$ cat config.mk
export PLATFORM = sky130hd
export DESIGN_NAME = servo_pulse_sequencer
export DESIGN_NICKNAME = d
export VERILOG_FILES = /design/src/sps_pkg.sv /design/src/servo_pulse_sequencer.sv
export SDC_FILE = /design/constraint.sdc
export NUM_CORES = 1
export LEC_CHECK = 0
export BUFFER_PORTS_ARGS = -buffer_cell sky130_fd_sc_hd__buf_2
export CORE_ASPECT_RATIO = 0.7
export CORE_UTILIZATION = 50
export DETAILED_ROUTE_END_ITERATION = 12
export GPL_TIMING_DRIVEN = 0
export PLACE_DENSITY = 0.64
export SYNTH_ARGS = -nofsm -noshare
export SYNTH_HDL_FRONTEND = slang
export SYNTH_SLANG_ARGS = --single-unit
export TNS_END_PERCENT = 10
$ cat constraint.sdc
create_clock -name clk_i -period 6.3 [get_ports clk_i]
set_clock_uncertainty 0.2 [all_clocks]
set_input_delay 1.26 -clock clk_i [delete_from_list [all_inputs] [get_ports clk_i]]
set_output_delay 1.26 -clock clk_i [all_outputs]
set_load 0.02 [all_outputs]
$ cat src/sps_pkg.sv
// sps_pkg: shared types and constants of the servo pulse sequencer
// used by servo_pulse_sequencer and sps_checker, no dependencies
package sps_pkg;

  localparam int unsigned LineW      = 6;
  localparam int unsigned ChIdxW     = 3;
  localparam int unsigned CfgDataW   = 16;
  localparam int unsigned CfgIdxW    = 3;
  localparam int unsigned NumWidthRegs = 6;

  localparam logic [CfgDataW-1:0] DefaultPeriod = 16'd20000;
  localparam logic [CfgDataW-1:0] DefaultWidth  = 16'd1500;
  localparam logic [ChIdxW-1:0]   DefaultCount  = 3'd0;

  // configuration register map
  typedef enum logic [CfgIdxW-1:0] {
    REG_CHANNEL_COUNT = 3'd0,
    REG_FRAME_PERIOD  = 3'd1,
    REG_WIDTH_CH0     = 3'd2,
    REG_WIDTH_CH1     = 3'd3,
    REG_WIDTH_CH2     = 3'd4,
    REG_WIDTH_CH3     = 3'd5,
    REG_WIDTH_CH4     = 3'd6,
    REG_WIDTH_CH5     = 3'd7
  } cfg_reg_e;

  typedef struct packed {
    logic [LineW-1:0]  servo_lines;
    logic [ChIdxW-1:0] active_channel;
    logic              frame_start;
    logic              train_done;
  } result_t;

endpackage

$ cat src/servo_pulse_sequencer.sv
// servo_pulse_sequencer: sequential rc servo pulse train generator, one tick per request
// depends on sps_pkg
//
//   channel   | direction | handshake             | payload
//   ----------+-----------+-----------------------+----------------------------------------
//   input     | in        | in_valid_i/in_stall_o | tick_i
//   output    | out       | out_valid_o/out_stall_i | servo_lines_o, active_channel_o,
//             |           |                       | frame_start_o, train_done_o
//   config    | in        | cfg_we_i              | cfg_idx_i, cfg_data_i
//
// one request is taken per cycle while in_stall_o is low; its result is registered
// the sequencer state and the result register update in the same cycle, so the rate is set
// only by the output handshake: a two-entry output stage (output register plus skid)
// keeps input and output apart, in_stall_o rises only while both entries are full
// reset (rst_ni low, asynchronous) clears the state to the idle train-done condition and
// loads the default configuration; no clearing pass is needed
module servo_pulse_sequencer #(
  parameter int unsigned NUM_CHANNELS = 6,
  parameter int unsigned COUNTER_BITS = 16
) (
  input  logic                       clk_i,
  input  logic                       rst_ni,
  // input requests
  input  logic                       in_valid_i,
  output logic                       in_stall_o,
  input  logic                       tick_i,
  // results
  output logic                       out_valid_o,
  input  logic                       out_stall_i,
  output logic [sps_pkg::LineW-1:0]  servo_lines_o,
  output logic [sps_pkg::ChIdxW-1:0] active_channel_o,
  output logic                       frame_start_o,
  output logic                       train_done_o,
  // configuration writes
  input  logic                       cfg_we_i,
  input  logic [sps_pkg::CfgIdxW-1:0] cfg_idx_i,
  input  logic [sps_pkg::CfgDataW-1:0] cfg_data_i
);
  import sps_pkg::*;

  // wide enough for the period or width (16 bits) and for 2^COUNTER_BITS
  localparam int unsigned ExtW = (COUNTER_BITS + 1 > CfgDataW + 1) ? COUNTER_BITS + 1
                                                                   : CfgDataW + 1;
  localparam logic [ExtW-1:0] CntCap = ExtW'(1) << COUNTER_BITS;
  localparam logic [ChIdxW-1:0] MaxChannels = ChIdxW'(NUM_CHANNELS);

  // configuration registers
  logic [ChIdxW-1:0]   chan_count_q;
  logic [CfgDataW-1:0] frame_period_q;
  logic [CfgDataW-1:0] width_q [NumWidthRegs];

  always_ff @(posedge clk_i or negedge rst_ni) begin
    if (!rst_ni) begin
      chan_count_q   <= DefaultCount;
      frame_period_q <= DefaultPeriod;
      for (int i = 0; i < NumWidthRegs; i++) begin
        width_q[i] <= DefaultWidth;
      end
    end else if (cfg_we_i) begin
      unique case (cfg_reg_e'(cfg_idx_i))
        REG_CHANNEL_COUNT: chan_count_q   <= cfg_data_i[ChIdxW-1:0];
        REG_FRAME_PERIOD:  frame_period_q <= cfg_data_i;
        REG_WIDTH_CH0:     width_q[0]     <= cfg_data_i;
        REG_WIDTH_CH1:     width_q[1]     <= cfg_data_i;
        REG_WIDTH_CH2:     width_q[2]     <= cfg_data_i;
        REG_WIDTH_CH3:     width_q[3]     <= cfg_data_i;
        REG_WIDTH_CH4:     width_q[4]     <= cfg_data_i;
        REG_WIDTH_CH5:     width_q[5]     <= cfg_data_i;
        default:           chan_count_q   <= chan_count_q;
      endcase
    end
  end

  // sequencer state
  logic [COUNTER_BITS-1:0] frame_cnt_q, frame_cnt_d;
  logic [COUNTER_BITS-1:0] pulse_cnt_q, pulse_cnt_d;
  logic [ChIdxW-1:0]       chan_idx_q, chan_idx_d;
  logic [LineW-1:0]        lines_q, lines_d;
  logic                    done_q, done_d;
  logic                    frame_start;

  // output stage: result register plus skid entry
  result_t out_q, skid_q, result;
  logic    out_valid_q, out_valid_d;
  logic    skid_valid_q, skid_valid_d;
  logic    in_fire, out_fire;

  assign in_stall_o = skid_valid_q;
  assign in_fire    = in_valid_i && !skid_valid_q;
  assign out_fire   = out_valid_q && !out_stall_i;

  // effective period: zero reads as one, capped at 2^COUNTER_BITS
  logic [ExtW-1:0] period_ext, period_eff, frame_next;
  assign period_ext = (frame_period_q == '0) ? ExtW'(1) : ExtW'(frame_period_q);
  assign period_eff = (period_ext > CntCap) ? CntCap : period_ext;
  assign frame_next = ExtW'(frame_cnt_q) + ExtW'(1);

  // channels in use, capped at the channels built
  logic [ChIdxW-1:0] used_chans;
  assign used_chans = (chan_count_q > MaxChannels) ? MaxChannels : chan_count_q;

  // next channel and the width it loads; width of channel 0 for a frame start
  logic [ChIdxW:0]         next_idx;
  logic [CfgDataW-1:0]     next_width;
  logic [COUNTER_BITS-1:0] load_first, load_next;

  assign next_idx   = {1'b0, chan_idx_q} + (ChIdxW+1)'(1);
  assign next_width = (next_idx < (ChIdxW+1)'(NumWidthRegs))
                      ? width_q[next_idx[ChIdxW-1:0]] : '0;

  // ticks left after the first one: max(width,1) capped at 2^COUNTER_BITS, minus one
  function automatic logic [COUNTER_BITS-1:0] pulse_load(input logic [CfgDataW-1:0] w);
    logic [ExtW-1:0] wz;
    logic [ExtW-1:0] wc;
    wz = (w == '0) ? ExtW'(1) : ExtW'(w);
    wc = (wz > CntCap) ? CntCap : wz;
    return COUNTER_BITS'(wc - ExtW'(1));
  endfunction

  assign load_first = pulse_load(width_q[0]);
  assign load_next  = pulse_load(next_width);

  always_comb begin
    frame_cnt_d = frame_cnt_q;
    pulse_cnt_d = pulse_cnt_q;
    chan_idx_d  = chan_idx_q;
    lines_d     = lines_q;
    done_d      = done_q;
    frame_start = 1'b0;
    if (tick_i) begin
      frame_start = (frame_cnt_q == '0);
      frame_cnt_d = (frame_next >= period_eff) ? '0 : frame_next[COUNTER_BITS-1:0];
      if (frame_start) begin
        // a frame start cuts short whatever pulse is still running
        chan_idx_d = '0;
        if (used_chans == '0) begin
          lines_d     = '0;
          done_d      = 1'b1;
          pulse_cnt_d = '0;
        end else begin
          lines_d     = LineW'(1);
          done_d      = 1'b0;
          pulse_cnt_d = load_first;
        end
      end else if (!done_q) begin
        if (pulse_cnt_q == '0) begin
          // pulse expired: hand over to the next channel or end the train
          lines_d = '0;
          if (next_idx < {1'b0, used_chans}) begin
            chan_idx_d  = next_idx[ChIdxW-1:0];
            lines_d     = LineW'(1) << next_idx[ChIdxW-1:0];
            pulse_cnt_d = load_next;
          end else begin
            done_d = 1'b1;
          end
        end else begin
          pulse_cnt_d = pulse_cnt_q - COUNTER_BITS'(1);
        end
      end
    end
  end

  // result shows the state after the update
  always_comb begin
    result.servo_lines    = lines_d;
    result.active_channel = chan_idx_d;
    result.frame_start    = frame_start;
    result.train_done     = done_d;
  end

  always_ff @(posedge clk_i or negedge rst_ni) begin
    if (!rst_ni) begin
      frame_cnt_q <= '0;
      pulse_cnt_q <= '0;
      chan_idx_q  <= '0;
      lines_q     <= '0;
      done_q      <= 1'b1;
    end else if (in_fire) begin
      frame_cnt_q <= frame_cnt_d;
      pulse_cnt_q <= pulse_cnt_d;
      chan_idx_q  <= chan_idx_d;
      lines_q     <= lines_d;
      done_q      <= done_d;
    end
  end

  // output stage control
  always_comb begin
    out_valid_d  = out_valid_q;
    skid_valid_d = skid_valid_q;
    if (!out_valid_q || out_fire) begin
      out_valid_d  = skid_valid_q || in_fire;
      skid_valid_d = 1'b0;
    end else if (in_fire) begin
      skid_valid_d = 1'b1;
    end
  end

  always_ff @(posedge clk_i or negedge rst_ni) begin
    if (!rst_ni) begin
      out_valid_q  <= 1'b0;
      skid_valid_q <= 1'b0;
    end else begin
      out_valid_q  <= out_valid_d;
      skid_valid_q <= skid_valid_d;
    end
  end

  // payload registers, no reset
  always_ff @(posedge clk_i) begin
    if (!out_valid_q || out_fire) begin
      if (skid_valid_q) begin
        out_q <= skid_q;
      end else if (in_fire) begin
        out_q <= result;
      end
    end else if (in_fire) begin
      skid_q <= result;
    end
  end

  assign out_valid_o      = out_valid_q;
  assign servo_lines_o    = out_q.servo_lines;
  assign active_channel_o = out_q.active_channel;
  assign frame_start_o    = out_q.frame_start;
  assign train_done_o     = out_q.train_done;

endmodule

==> impl_metrics.toml <==
[placement]
port_buffers = 32
numPlacedInstances = 1269
post_dp_cell_area_mm2 = 0.0108
place_worst_setup_slack_ns = 0.814
routabilityCongestion = 0.918
final_hpwl_from_detailed_placement_um = 21200

[timing]
timing.final.crit_share = 0.895
finalHoldWorstSlack_ns = 0.301
worst_slack_ns = 0.662
timing_hold_violations_final = 0
setup_violations = 0
tightestPinTransition_ns = 1.25
fin_crit_ns = 5.64
timing.slew.headroom = 0.159
slew_viol_final = 0
fmax_ghz = 0.177
rsz0062_at_grt = "false"
setup_total_negative_slack_ns = 0

[clock_tree]
clockBufferDepth = 2
clkSlewWorstSetupHoldPaths_ns = 0.06
clk-insertion-delay-late_ns = 0.45
cts_tree = "done"
cts_root_buf = "sky130_fd_sc_hd__clkbuf_16"
ctsHtreeMaxLevel = 4
cts_inserted_buffers = 17
clock_tree_sinks = 181
cts_hold_buffers = 0
postCtsSetupBuffers = 0
postCtsResizedCells = 0

[logic_synthesis]
post_synthesis_net_count = 1018
postSynth.asyncResetShare = 0.878
synthesis.area_mm2 = 0.0102
synth_area_per_cell_um2 = 10.6
post_synth_inst_count = 966
number_of_distinct_library_cells_after_synthesis = 72
ys.flop_type = "sky130_fd_sc_hd__dfrtp_1"
number_of_enable_type_register_cells_in_the_synthesized_netlist = 22
synth.yosys.warnings = 0
synth_seq_area_share = 0.460
ys_seq_elements = 181

[power_and_ir_drop]
switching_share = 0.355
pwr-share-comb = 0.304
power_density_mw_per_mm2 = 353
clock_power_share = 0.265
switchingPower_mw = 1.42
max-vdd-ir-drop_mv = 0.225
internal_power_mw = 2.58
leakagePower_nw = 4.52
power.share.sequential = 0.431
power.total_mw = 4.00

[drt]
viasPerCell = 6.18
initialDrtViolationCount = 916
first_pass_iters = 5
drtAntennaViolNets = 0
drt_wl_total_um = 29000
routed-via-count = 8034
route.detailed.wl_per_inst_um = 22.3
drc = 0

[floorplan]
initial_core_util = 0.514
dieWidth_um = 173
die_h_um = 122
pin_count = 38
num_rows = 43
design.core.area_mm2 = 0.0199
dieArea_mm2 = 0.0210

[finish]
layout.core_utilization = 0.569
antennaDiodeCount = 0
area_growth_syn_to_layout_pct = 10.8
final_design_area_no_fill_mm2 = 0.0113
final_layout_size_suffix_gt1_frac = 0.251
layoutNonFillerInstCount = 1301
nNetsFinal = 1070
multi_input_comb_area_mm2 = 0.00518
layout.area.seq_mm2 = 0.00470
fillCellCount = 1760

[setup_path]
cell_chain_of_the_critical_path = "buf_2, inv_2, ha_1, buf_6, buf_2, buf_2, nor2_1, nand2_1, a21oi_1, o32ai_1, a21oi_1, a41oi_1, or2_2, ha_1, inv_1, a211o_1, or3_1, xnor2_1, o22ai_1, mux2_2"
cp_data_arrival_time_ns = 5.76
timing.critical_path.to_type = "flop"
r2r_setup_slack_ns = 0.66
cp_data_required_time_ns = 6.42
worst-path-max-fanout = 11
critical_path_class = "flop to flop"
critical_path_buf_inv_count = 6
crit_path_start_kind = "flop"
timing.critical_path.max_delay_family = "compound AO/OA/AOI/OAI gates"
slowest_delay_ns = 0.64
timing.critical_path.slowest_stage_cell = "sky130_fd_sc_hd__o32ai_1"
critical_path.most_common_cell = "sky130_fd_sc_hd__buf_2"

[global_routing]
grtUsageTotal = 0.288
first_global_vias = 7537
grt_start_max_net_pins = 83
grt_first_pass_wirelength_um = 45100
grt-ovfl-total = 0
antenna_found_initial = 0

[worst_hold_path]
hold_class = "flop to flop"

[run]
max_cap_viol_count = 0

[run_status]
run_status = "completed"
==> cells in the mapped netlist, types with 13 or more instances <==
| library cell | count | area share |
|---|---|---|
| sky130_fd_sc_hd__dfrtp_1 | 111 | 0.27 |
| sky130_fd_sc_hd__mux2_2 | 111 | 0.12 |
| sky130_fd_sc_hd__nand2_1 | 85 | 0.031 |
| sky130_fd_sc_hd__o21ai_0 | 63 | 0.031 |
| sky130_fd_sc_hd__nor2_1 | 60 | 0.022 |
| sky130_fd_sc_hd__a21oi_1 | 53 | 0.026 |
| sky130_fd_sc_hd__dfstp_2 | 48 | 0.12 |
| sky130_fd_sc_hd__clkbuf_1 | 40 | 0.015 |
| sky130_fd_sc_hd__nor3_1 | 36 | 0.018 |
| sky130_fd_sc_hd__inv_1 | 32 | 0.012 |
| sky130_fd_sc_hd__ha_1 | 27 | 0.033 |
| sky130_fd_sc_hd__edfxtp_1 | 22 | 0.065 |
| sky130_fd_sc_hd__nor4_1 | 22 | 0.013 |
| sky130_fd_sc_hd__xnor2_1 | 21 | 0.018 |
| sky130_fd_sc_hd__nand3_1 | 20 | 0.0098 |
| sky130_fd_sc_hd__mux2i_1 | 18 | 0.018 |
| sky130_fd_sc_hd__a32o_1 | 16 | 0.016 |
| sky130_fd_sc_hd__mux4_2 | 14 | 0.031 |
| sky130_fd_sc_hd__xor2_1 | 14 | 0.012 |
| sky130_fd_sc_hd__a31oi_1 | 13 | 0.0080 |
==> flip-flops by register name, indices dropped and copies added, names as in the netlist <==
name / count
active_channel_o: 3
in_stall_o: 1
servo_lines_o: 6
out_valid_o: 1
frame_cnt_q: 16
lines_q: 6
done_q: 1
frame_period_q: 16
pulse_cnt_q: 16
width_q: 96
skid_q: 11
chan_count_q: 3
frame_start_o: 1
train_done_o: 1
chan_idx_q: 3
==> cells in the final DEF, fill, tap and decap left out, types with 27 or more instances in the layout <==
cell	instances
sky130_fd_sc_hd__dfrtp_1	111
sky130_fd_sc_hd__clkbuf_1	44
sky130_fd_sc_hd__nor2_1	60
sky130_fd_sc_hd__o21ai_0	63
sky130_fd_sc_hd__nand2_1	85
sky130_fd_sc_hd__mux2_2	111
sky130_fd_sc_hd__ha_1	27
sky130_fd_sc_hd__nor3_1	36
sky130_fd_sc_hd__a21oi_1	53
sky130_fd_sc_hd__dfstp_2	48
sky130_fd_sc_hd__buf_2	41
sky130_fd_sc_hd__inv_1	32
==> final cells by class <==
type	count	share of cell area
Sequential cell	181	0.415
Tap cell	270	0.0298
Timing Repair Buffer	33	0.0175
Buffer	54	0.0197
Clock buffer	23	0.0423
Clock inverter	9	0.00795
Inverter	33	0.0109
Multi-Input combinational cell	698	0.457
==> per-layer routing <==
metal  GRT usage  routed length [um]  part of all wire  up-vias
li1            -                   -                 -     3686
met1       0.439               14200              0.49     3984
met2       0.392               11600              0.40      346
met3      0.0927                2970              0.10       18
met4      0.0669                 229            0.0079        0
met5           0                   0                 0        -
==> cell families after synthesis <==
family | Yosys count | share of synthesized area
simple gates | 286 | 0.139
fa+ha+maj | 27 | 0.0330
flops | 181 | 0.460
buf+inv | 87 | 0.0339
mux | 146 | 0.177
xor+xnor | 35 | 0.0300
compound gates | 204 | 0.128
==> power by group through the flow <==
stage | Clock, mW | Sequential, mW | Combinational (mW)
5_1_grt | 1.12 | 1.75 | 1.33
3_3_place_gp | 0 | 1.73 | 1.17
4_1_cts | 1.07 | 1.71 | 1.19
6_report | 1.06 | 1.72 | 1.22
2_1_floorplan | 0 | 1.66 | 0.853
3_5_place_dp | 0 | 1.73 | 1.19
==> final timing paths <==
check | from | end | cells after the start
setup / recovery | chan_idx_q[0] | pulse_cnt_q[6] | 20
hold / removal | lines_q[1] | lines_q[1] | 1
setup reg to reg | chan_idx_q[0] | pulse_cnt_q[6] | 20
hold reg to reg | lines_q[1] | lines_q[1] | 1
max in group asynchronous | rst_ni | width_q[36] | 2
min in group asynchronous | rst_ni | lines_q[4] | 1
(Power assumes the default switching activity.)
